<file path="config.mk">
export PLATFORM = sky130hd
export DESIGN_NAME = best_small_fraction_search
export DESIGN_NICKNAME = d
export VERILOG_FILES = /design/src/sv/bsfs_pkg.sv /design/src/sv/bsfs_ctrl.sv /design/src/sv/bsfs_datapath.sv /design/src/sv/best_small_fraction_search.sv
export SDC_FILE = /design/constraint.sdc
export NUM_CORES = 1
export LEC_CHECK = 0
export ABC_AREA = 1
export BUFFER_PORTS_ARGS = -buffer_cell sky130_fd_sc_hd__buf_2
export CORE_MARGIN = 2
export CORE_UTILIZATION = 35
export CTS_CLUSTER_DIAMETER = 50
export DETAILED_ROUTE_END_ITERATION = 10
export PLACE_DENSITY = 0.46
export SLEW_MARGIN = 20
export SYNTH_ARGS = -nofsm -noshare
export SYNTH_HDL_FRONTEND = slang
export SYNTH_SLANG_ARGS = --single-unit
export TNS_END_PERCENT = 30
</file>
<file path="constraint.sdc">
create_clock -name clk -period 7.73 [get_ports clk]
set_input_delay 1.546 -clock clk [delete_from_list [all_inputs] [get_ports clk]]
set_output_delay 1.546 -clock clk [all_outputs]
set_load 0.05 [all_outputs]
</file>
<file path="src/sv/bsfs_pkg.sv">
// bsfs_pkg: shared constants, widths and types for the best small fraction search.
// Used by bsfs_ctrl, bsfs_datapath, the top level and the checker; no dependencies.
`timescale 1ns / 1ps

package bsfs_pkg;

  // Largest numerator and denominator tried
  localparam int TERM_MAX       = 127;
  // Fraction bits of the incoming gain
  localparam int GAIN_FRAC_BITS = 16;
  // Port widths
  localparam int GAIN_W         = 24;
  localparam int OUT_W          = 7;

  // Counter width: holds TERM_MAX, never narrower than the result ports
  localparam int TERM_W = $clog2(TERM_MAX + 1);
  localparam int CNT_W  = (TERM_W > OUT_W) ? TERM_W : OUT_W;
  // Scaled distance |n*2^F - d*g|, bounded by TERM_MAX * 2^GAIN_W
  localparam int D_W    = GAIN_W + TERM_W;
  // Cross products distance * denominator
  localparam int P_W    = D_W + CNT_W;

  localparam logic [CNT_W-1:0] TERM_MAX_C = CNT_W'(TERM_MAX);
  localparam logic [D_W-1:0]   SI_STEP    = D_W'(1) << GAIN_FRAC_BITS;

  typedef enum logic [1:0] {
    ST_IDLE,
    ST_SCAN,
    ST_FLUSH,
    ST_FINISH
  } state_t;

  // Commands from controller to datapath
  typedef struct packed {
    logic start;     // capture gain, set up counters and best candidate
    logic issue;     // send current candidate down and advance counters
    logic load_out;  // copy best candidate into the output register
  } dp_cmd_t;

  // Status from datapath to controller
  typedef struct packed {
    logic last_cand; // counters sit on the final candidate
  } dp_sts_t;

endpackage

</file>
<file path="src/sv/bsfs_ctrl.sv">
// bsfs_ctrl: state machine that sequences the candidate scan and owns both handshakes.
// Depends on bsfs_pkg for the state and command/status types.
`timescale 1ns / 1ps

module bsfs_ctrl (
  input  logic              clk,
  input  logic              rst_n,
  input  logic              in_valid,
  output logic              in_stall,
  output logic              out_valid,
  input  logic              out_stall,
  input  bsfs_pkg::dp_sts_t sts,
  output bsfs_pkg::dp_cmd_t cmd
);

  bsfs_pkg::state_t state_r, state_nxt;
  logic             out_valid_r, out_valid_nxt;
  logic             out_free;

  // Output register can take a new result this cycle
  assign out_free = !out_valid_r || !out_stall;

  // Next state
  always_comb begin
    state_nxt = state_r;
    unique case (state_r)
      bsfs_pkg::ST_IDLE:   if (in_valid) state_nxt = bsfs_pkg::ST_SCAN;
      bsfs_pkg::ST_SCAN:   if (sts.last_cand) state_nxt = bsfs_pkg::ST_FLUSH;
      bsfs_pkg::ST_FLUSH:  state_nxt = bsfs_pkg::ST_FINISH;
      bsfs_pkg::ST_FINISH: if (out_free) state_nxt = bsfs_pkg::ST_IDLE;
      default:             state_nxt = bsfs_pkg::ST_IDLE;
    endcase
  end

  // Outputs and datapath commands
  always_comb begin
    cmd      = '0;
    in_stall = 1'b1;
    unique case (state_r)
      bsfs_pkg::ST_IDLE: begin
        in_stall  = 1'b0;
        cmd.start = in_valid;
      end
      bsfs_pkg::ST_SCAN:   cmd.issue    = 1'b1;
      bsfs_pkg::ST_FLUSH:  cmd          = '0;
      bsfs_pkg::ST_FINISH: cmd.load_out = out_free;
      default:             cmd          = '0;
    endcase
  end

  // Result valid flag: set on load, cleared when the transaction completes
  always_comb begin
    out_valid_nxt = out_valid_r;
    if (cmd.load_out) begin
      out_valid_nxt = 1'b1;
    end else if (out_valid_r && !out_stall) begin
      out_valid_nxt = 1'b0;
    end
  end

  always_ff @(posedge clk) begin
    if (!rst_n) begin
      state_r     <= bsfs_pkg::ST_IDLE;
      out_valid_r <= 1'b0;
    end else begin
      state_r     <= state_nxt;
      out_valid_r <= out_valid_nxt;
    end
  end

  assign out_valid = out_valid_r;

endmodule

</file>
<file path="src/sv/bsfs_datapath.sv">
// bsfs_datapath: candidate counters, distance stage, cross-multiply compare and best register.
// Depends on bsfs_pkg for widths, constants and command/status types.
`timescale 1ns / 1ps

module bsfs_datapath (
  input  logic                               clk,
  input  logic                               rst_n,
  input  bsfs_pkg::dp_cmd_t                  cmd,
  input  logic signed [bsfs_pkg::GAIN_W-1:0] in_gain_fixed,
  output bsfs_pkg::dp_sts_t                  sts,
  output logic [bsfs_pkg::OUT_W-1:0]         out_numerator,
  output logic [bsfs_pkg::OUT_W-1:0]         out_denominator
);

  localparam int GAIN_W = bsfs_pkg::GAIN_W;
  localparam int CNT_W  = bsfs_pkg::CNT_W;
  localparam int D_W    = bsfs_pkg::D_W;
  localparam int P_W    = bsfs_pkg::P_W;
  localparam int OUT_W  = bsfs_pkg::OUT_W;

  logic [GAIN_W-1:0] gain_mag;
  logic [GAIN_W-1:0] g_r;
  logic [CNT_W-1:0]  i_r, j_r;
  logic [D_W-1:0]    si_r, jg_r;        // i*2^F and j*g, kept by accumulation
  logic [D_W-1:0]    cand_d;
  logic [D_W-1:0]    d1_r;
  logic [CNT_W-1:0]  i1_r, j1_r;
  logic              s1_vld_r;
  logic [CNT_W-1:0]  best_num_r, best_den_r, best_j_r;
  logic [D_W-1:0]    best_d_r;
  logic [P_W-1:0]    lhs, rhs;
  logic              closer;
  logic [OUT_W-1:0]  num_out_r, den_out_r;

  // Magnitude; the most negative code maps to 2^(GAIN_W-1)
  assign gain_mag = in_gain_fixed[GAIN_W-1] ? (~$unsigned(in_gain_fixed) + GAIN_W'(1))
                                            : $unsigned(in_gain_fixed);

  assign sts.last_cand = (i_r == bsfs_pkg::TERM_MAX_C) && (j_r == bsfs_pkg::TERM_MAX_C);

  // Distance of the current candidate, scaled by 2^F
  assign cand_d = (si_r >= jg_r) ? (si_r - jg_r) : (jg_r - si_r);

  // Candidate counters: denominator inner, numerator outer
  always_ff @(posedge clk) begin
    if (cmd.start) begin
      g_r  <= gain_mag;
      i_r  <= '0;
      j_r  <= CNT_W'(1);
      si_r <= '0;
      jg_r <= D_W'(gain_mag);
    end else if (cmd.issue) begin
      if (j_r == bsfs_pkg::TERM_MAX_C) begin
        j_r  <= CNT_W'(1);
        jg_r <= D_W'(g_r);
        i_r  <= i_r + CNT_W'(1);
        si_r <= si_r + bsfs_pkg::SI_STEP;
      end else begin
        j_r  <= j_r + CNT_W'(1);
        jg_r <= jg_r + D_W'(g_r);
      end
    end
  end

  // Stage 1: registered distance
  always_ff @(posedge clk) begin
    if (!rst_n) begin
      s1_vld_r <= 1'b0;
    end else begin
      s1_vld_r <= cmd.issue;
    end
  end

  always_ff @(posedge clk) begin
    if (cmd.issue) begin
      d1_r <= cand_d;
      i1_r <= i_r;
      j1_r <= j_r;
    end
  end

  // Stage 2: d/j < best_d/best_j by cross-multiplication
  assign lhs    = P_W'(d1_r) * P_W'(best_j_r);
  assign rhs    = P_W'(best_d_r) * P_W'(j1_r);
  assign closer = lhs < rhs;

  // Best candidate so far; starts at 0/TERM_MAX with the distance of 0/1
  always_ff @(posedge clk) begin
    if (cmd.start) begin
      best_num_r <= '0;
      best_den_r <= bsfs_pkg::TERM_MAX_C;
      best_d_r   <= D_W'(gain_mag);
      best_j_r   <= CNT_W'(1);
    end else if (s1_vld_r && closer) begin
      best_num_r <= i1_r;
      best_den_r <= j1_r;
      best_d_r   <= d1_r;
      best_j_r   <= j1_r;
    end
  end

  // Output register
  always_ff @(posedge clk) begin
    if (cmd.load_out) begin
      num_out_r <= best_num_r[OUT_W-1:0];
      den_out_r <= best_den_r[OUT_W-1:0];
    end
  end

  assign out_numerator   = num_out_r;
  assign out_denominator = den_out_r;

endmodule

</file>
<file path="src/sv/best_small_fraction_search.sv">
// Best small fraction search: finds the fraction n/d (n, d <= 127, d >= 1) closest to |gain|.
// Gain is two's complement Q8.16 on in_gain_fixed; the most negative code counts as 128.0.
// Input channel: in_valid/in_stall/in_gain_fixed. A transaction completes on a rising edge
// with in_valid high and in_stall low. in_stall is low only while the block is idle.
// Output channel: out_valid/out_stall/out_numerator/out_denominator, from an output register;
// one result per input. Candidates are scanned numerator-major, then denominator, one per
// cycle through a counter pair, a distance register and a cross-multiply compare stage;
// a later candidate wins only if strictly closer, and a gain nearest zero gives 0/127.
// The scan is paced by the single compare unit, which sees one candidate a cycle; a new input
// is taken only once the last search is done. The block scans in ST_SCAN, drains the compare
// stage in ST_FLUSH and loads the output register, which shows the result, in ST_FINISH.
// While a result waits under out_stall, the block goes back to idle and takes the next input;
// that search finishes and then holds until the output register is free.
// Synchronous active-low reset on rst_n returns to idle with no result pending.
// Depends on bsfs_pkg, bsfs_ctrl and bsfs_datapath.
`timescale 1ns / 1ps

module best_small_fraction_search (
  input  logic                               clk,
  input  logic                               rst_n,
  input  logic                               in_valid,
  output logic                               in_stall,
  input  logic signed [bsfs_pkg::GAIN_W-1:0] in_gain_fixed,
  output logic                               out_valid,
  input  logic                               out_stall,
  output logic [bsfs_pkg::OUT_W-1:0]         out_numerator,
  output logic [bsfs_pkg::OUT_W-1:0]         out_denominator
);

  bsfs_pkg::dp_cmd_t cmd;
  bsfs_pkg::dp_sts_t sts;

  // Sequencer and handshakes
  bsfs_ctrl u_ctrl (
    .clk       (clk),
    .rst_n     (rst_n),
    .in_valid  (in_valid),
    .in_stall  (in_stall),
    .out_valid (out_valid),
    .out_stall (out_stall),
    .sts       (sts),
    .cmd       (cmd)
  );

  // Counters, compare and result storage
  bsfs_datapath u_dp (
    .clk             (clk),
    .rst_n           (rst_n),
    .cmd             (cmd),
    .in_gain_fixed   (in_gain_fixed),
    .sts             (sts),
    .out_numerator   (out_numerator),
    .out_denominator (out_denominator)
  );

endmodule

</file>
Word level (Yosys, flattened, before mapping)
Index checks and enable logic that the tools add are counted.
{ "word_totals": {"inputBits": 28, "regBits": 215, "wordCells": 69} }
{ "classes": {"eq_ne": 8, "mul": 2, "reduce_logical": 12, "add_sub_neg": 7, "muxes": 18, "magnitude_cmp": 2, "bitwise": 1} }
{ "op_table": {"columns": ["operator", "n"], "rows": [
  ["two-way mux 24 bit", 5],
  ["multiplier 31 x 7 -> 38 bit", 2],
  ["two-way mux 31 bit", 2],
  ["subtractor 31 bit", 2],
  ["less-than comparator 38 bit", 1],
  ["adder 31 x 17 -> 31 bit (second input constant)", 1],
  ["adder 31 x 24 -> 31 bit", 1],
  ["greater-or-equal comparator 31 bit", 1],
  ["adder 24 x 1 -> 24 bit (second input constant)", 1],
  ["NOT 24 bit", 1],
  ["adder 7 x 1 -> 7 bit (second input constant)", 2],
  ["== test 7 bit (second input constant)", 2],
  ["case mux 2 bit (4 select lines)", 1],
  ["two-way mux 7 bit", 1],
  ["two-way mux 1 bit", 6],
  ["two-way mux 2 bit", 3],
  ["nonzero test 2 bit", 3],
  ["== test 2 bit (second input constant)", 2],
  ["!= test 2 bit (second input constant)", 2],
  ["logical AND 1 bit", 3],
  ["AND reduction 3 bit", 1],
  ["== test 2 x 1 -> 1 bit (second input constant)", 1],
  ["zero test 1 bit", 2],
  ["zero test 2 bit", 1],
  ["3 further kinds", 3]
]} }

Longest topological paths before layout
{ "logic_depth": {"depth_word": 5, "depth_mapped": 35} }

Modules after synthesis
From an unflattened synthesis, not the netlist that was laid out.
{ "hier_totals": {"hier_cells": 4165, "area_unflattened_um2": 28473.6} }
{ "by_module_without_submodules": {"columns": ["module", "area_per_inst_um2", "n_inst", "cells_each"], "rows": [
  ["bsfs_datapath", 28235.8, 1, 4132],
  ["bsfs_ctrl", 237.7, 1, 33]
]} }

Worst setup path before layout
OpenSTA, ideal clock, no wires.
{ "synth_timing": {"path_type": "register to register", "from": "reg u_dp.j1_r[6]", "to": "reg u_dp.best_d_r[0] (enable)", "setup_slack_ns": 1.367, "n_path_buf": 3, "stages_incl_launch_ff": 28, "t_arrival_ns": 5.982, "period_less_slack_ns": 6.363, "setup_time_ns": 0.381, "cell_sequence": "edfxtp_1 -> clkbuf_1 -> clkbuf_1 -> nand2_1 -> fa_1 -> fa_1 -> inv_1 -> fa_1 -> inv_1 -> fa_1 -> inv_1 -> ha_1 -> nand2_1 -> o21ai_0 -> nor2_1 -> o21ai_0 -> nand3_1 -> nand3b_1 -> nand2_1 -> ha_1 -> nand2_1 -> nor2_1 -> nand4_1 -> nor2_1 -> a21oi_2 -> nand3_2 -> buf_2 -> nand2_1"} }
{ "synth_between": {"elab_chain_cells": 4} }
{ "synth_rtl": {"columns": ["item", "line", "rtl"], "rows": [
  ["from (decl)", "bsfs_datapath.sv:27", "logic [CNT_W-1:0] i1_r, j1_r;"],
  ["from (signal assigned)", "bsfs_datapath.sv:78", "j1_r <= j_r;"],
  ["multiplier 31 x 7 -> 38 bit", "bsfs_datapath.sv:84", "assign rhs = P_W'(best_d_r) * P_W'(j1_r);"],
  ["less-than comparator 38 bit", "bsfs_datapath.sv:85", "assign closer = lhs < rhs;"],
  ["logical AND 1 bit", "bsfs_datapath.sv:94", "end else if (s1_vld_r && closer) begin"],
  ["nonzero test 2 bit (no source line)", null, null],
  ["to (signal assigned)", "bsfs_datapath.sv:92", "best_d_r <= D_W'(gain_mag);"],
  ["to (signal assigned)", "bsfs_datapath.sv:97", "best_d_r <= d1_r;"],
  ["to (decl)", "bsfs_datapath.sv:30", "logic [D_W-1:0] best_d_r;"]
]} }
Every way passes these cells.
A chain may end at the register's enable or synchronous reset.

Final worst setup path
{ "layout_timing": {"from": "reg u_dp.j1_r[6]", "to": "reg u_dp.best_den_r[5]"} }
{ "layout_between": {"elab_chain_cells": 3} }
{ "layout_rtl": {"columns": ["item", "line", "rtl"], "rows": [
  ["multiplier 31 x 7 -> 38 bit", "bsfs_datapath.sv:84", null],
  ["less-than comparator 38 bit", "bsfs_datapath.sv:85", null],
  ["logical AND 1 bit", "bsfs_datapath.sv:94", null],
  ["to (signal assigned)", "bsfs_datapath.sv:91", "best_den_r <= bsfs_pkg::TERM_MAX_C;"],
  ["to (signal assigned)", "bsfs_datapath.sv:96", "best_den_r <= j1_r;"],
  ["to (decl)", "bsfs_datapath.sv:29", "logic [CNT_W-1:0] best_num_r, best_den_r, best_j_r;"]
]} }
Every way passes these cells.

==> summary.txt <==
Route
  – Wire per inst: ~17 microns
  – Vias per inst: 4.691
  – 1st-iter DRT viols: between 1000 and 1500
  – Post-route DRC: 0
  – DR pass1 iterations: 5
  – Total vias in the final route: ~24000
  – Routed wire length: ~85 mm
  – Routed Antenna Nets: 0

Worst hold path
  – Origin of the worst min-delay path: u_dp.i_r[6]
  – Worst min-delay path class: flip-flop to flip-flop

STA
  – Slew Viols, Final: 0
  – Final Skew: between 0.02 and 0.025 ns
  – RSZ-0062 raised after global routing: false
  – Final setup fails: 0
  – Worst Tran Pin Value: between 1 and 1.5 ns
  – Final setup TNS: 0 ns
  – Rel. slew slack: 27.33%
  – Final worst slack: around 0.80 ns
  – Hold Fails Final Rpt: 0
  – Final worst-path cycle share: about 90%
  – Final min period: 6.925 ns
  – FMAX: around 140 MHz

GRT
  – Antenna violations before repair: 0
  – First-pass GRT wire length: 136.4 mm
  – Vias in the first global route: about 25000
  – Grt total ovfl: 0
  – Largest net degree at the start of global routing: ~70
  – Gr usage total: a little over a fifth

Synth
  – Synth warn: 0
  – Top cells by area, synth: fa_1, nand2_1, edfxtp_1, inv_1, ha_1
  – Post-synthesis compound-gate area fraction: about 7.0%
  – FF+latch count, synth: 198
  – Mapped cell area: 0.02815 sq mm
  – Post-synth cell types: 53
  – Area share of fa/ha/maj cells after synthesis: around 30%
  – Register area share after synthesis: between 10% and 20%
  – Xor/xnor share of the synthesized area: 3.484%
  – Top cell type's share of synthesized area: approximately a fifth
  – Syn nets: around 4600
  – Main combinational cell family by area after synthesis: adder cells
  – Synth Area in Simple Gates: around 27%
  – Syn_area_per_cell: approximately 7 sq um
  – Mux share of post-synthesis cell area: 0%
  – Synth area leader: fa_1
  – Synthesized instance count: 4035

Die
  – Row cnt: between 100 and 150
  – Core ar.: between 0.08 and 0.09 sq mm
  – Starting Density: around a third
  – Die Wd: 287.6 microns
  – I/O Pins: 44
  – Die height: 287.6 microns
  – Die area: between 0.08 and 0.09 sq mm

Setup path
  – CP Capture Type: flip-flop
  – Register-to-register setup slack: a little over 0.8 ns
  – Startpoint Class: flip-flop
  – FF-to-FF Start: u_dp.j1_r[6]
  – Worst Setup Path Type: flip-flop to flip-flop
  – Worst-path fanout max: 27
  – CP Launch Point: u_dp.j1_r[6]
  – Crit path DAT: between 7 and 8 ns
  – Required @ worst endpoint: slightly above 8 ns

Layout
  – Number of fill cells: 8688
  – Synth-to-layout area growth: 6.631%
  – Layout net count: approximately 4500
  – N_diodes: 0
  – Layout cell share with drive strength beyond 1: roughly 3.8%

Clock network
  – CTS root buf: clkbuf_16
  – Max H-tree Level: 4
  – Clock buffer depth: 2
  – Clk sinks: roughly 200
  – Clock-pin slew on the worst setup and hold paths: about 0.090 ns
  – CTS Hold Bufs: 0
  – CTS tree: built
  – Cts bufs inserted: 17
  – Clk_lat worst skew: ~0.52 ns

Placed design
  – Routability cong.: approximately 0.9
  – Worst slack, placed: a little over 0.6 ns
  – Detail Placement HPWL: approximately 71 mm
  – I/O Buffers: between 40 and 50

Flow run
  – Max_cap viols: 0

Status
  – Status: finished clean
-- through the flow --
step / instances / hold slack, ns / utilization (%) / area (sq um)
detailed placement: 5041 / 0.4195 / 36.71 / 29380
global route: 5073 / 0.4520 / 37.51 / 30020
floorplan: 4035 / 0.4082 / - / 28150
finish: 5073 / 0.4348 / 37.51 / 30020
global placement: 5041 / 0.4186 / 36.71 / 29380
CTS: 5073 / 0.4416 / 37.50 / 30010
-- layout make-up --
type,instances,area (sq um),share of cell area (%)
multi-input cells,2822,18950,63.14
flip-flops and latches,198,5276,17.58
inverters,884,3319,11.06
well taps,1060,1326,4.418
repair buffers,77,508.0,1.692
clock buffers,17,425.4,1.417
clock inverters,15,210.2,0.7002
-- worst paths after layout --
check	endpoint	cells past startpoint
worst max-delay path	u_dp.best_den_r[5]	26
worst min-delay path	u_dp.i1_r[6]	0
worst max register to register	u_dp.best_den_r[5]	26
worst min register to register	u_dp.i1_r[6]	0
-- routing by layer --
layer  routed length [microns]  GRT usage (%)  vias up
li1                          -              -    12150
met1                     41220          29.27    11250
met2                     40340          36.09      329
met3                      2211          1.823       68
met4                      1414          4.648        0
met5                         0              0        -
-- cell usage after synthesis (all sizes together) --
cell type,count
o31ai,1
and3,3
nor3,44
nor2,334
or2,4
nand2b,3
and2,3
xnor2,31
o21ai,134
fa,290
nand3,159
dfxtp,67
o211ai,5
a31oi,7
a21oi,179
ha,211
o311ai,2
o21bai,11
nor4,10
a221oi,2
o2111ai,1
buf,29
clkinv,2
inv,882
o21a,6
xor2,81
nand3b,12
clkbuf,102
nor3b,2
nand4,43
o22ai,2
edfxtp,131
a21boi,5
nand2,1228
a21o,9
-- layout by cell type, fill, tap and decap left out, types with 7 or more instances in the layout --
cell type / n
nand2_1: 1219
inv_1: 878
nor2_1: 323
fa_1: 290
ha_1: 210
a21oi_1: 176
nand3_1: 155
edfxtp_1: 131
o21ai_0: 115
xor2_1: 81
dfxtp_1: 66
buf_2: 43
nand4_1: 42
nor3_1: 42
xnor2_1: 31
buf_4: 31
o21ai_1: 18
clkbuf_16: 17
o21bai_1: 11
nand3b_1: 11
a21o_1: 9
nand2_2: 8
nor4_1: 8
nor2_4: 7
a31oi_1: 7
-- critical path: stages, from the launching register on --
cell	delay (ns)
edfxtp_1	0.73
buf_4	0.33
buf_4	0.18
nand2_1	0.08
fa_1	0.54
inv_1	0.05
fa_1	0.50
fa_1	0.54
inv_1	0.05
fa_1	0.52
inv_1	0.04
ha_1	0.37
a21oi_1	0.20
o21ai_0	0.14
a21oi_1	0.21
a21boi_0	0.26
nand2_1	0.09
nand2_1	0.06
nand2_1	0.06
ha_1	0.29
a21oi_1	0.14
o21ai_0	0.12
a21oi_2	0.30
nand3_1	0.17
nor2_4	0.57
nand2_1	0.21
nand3_1	0.11
-- flip-flops by register name, summed over array words and instances, names as in the netlist --
signal                cells
u_ctrl.out_valid          1
u_dp.out_denominator      7
u_dp.i1_r                 7
u_dp.g_r                 24
u_dp.i_r                  7
u_ctrl.state_r            2
u_dp.d1_r                31
u_dp.j1_r                 7
u_dp.s1_vld_r             1
u_dp.best_den_r           6
u_dp.best_j_r             7
u_dp.best_num_r           7
u_dp.j_r                  7
u_dp.jg_r                31
u_dp.best_d_r            31
u_dp.si_r                15
u_dp.out_numerator        7
-- kinds of logic after synthesis --
group | Yosys count
AND/OR/NAND/NOR | 1845
flip-flops | 198
buffers and inverters | 1015
AO/OA/AOI/OAI | 364
XOR/XNOR | 112
adder cells (fa/ha/maj) | 501
-- repair_timing --
action,4_1_cts,5_1_grt
buffers inserted,0,0
endpoints found under the setup margin,0,17
gates resized for setup,0,1
Power is left out: the tool's default activity adds up to more than one toggle a clock period on the data nets, which glitch-free logic cannot reach.
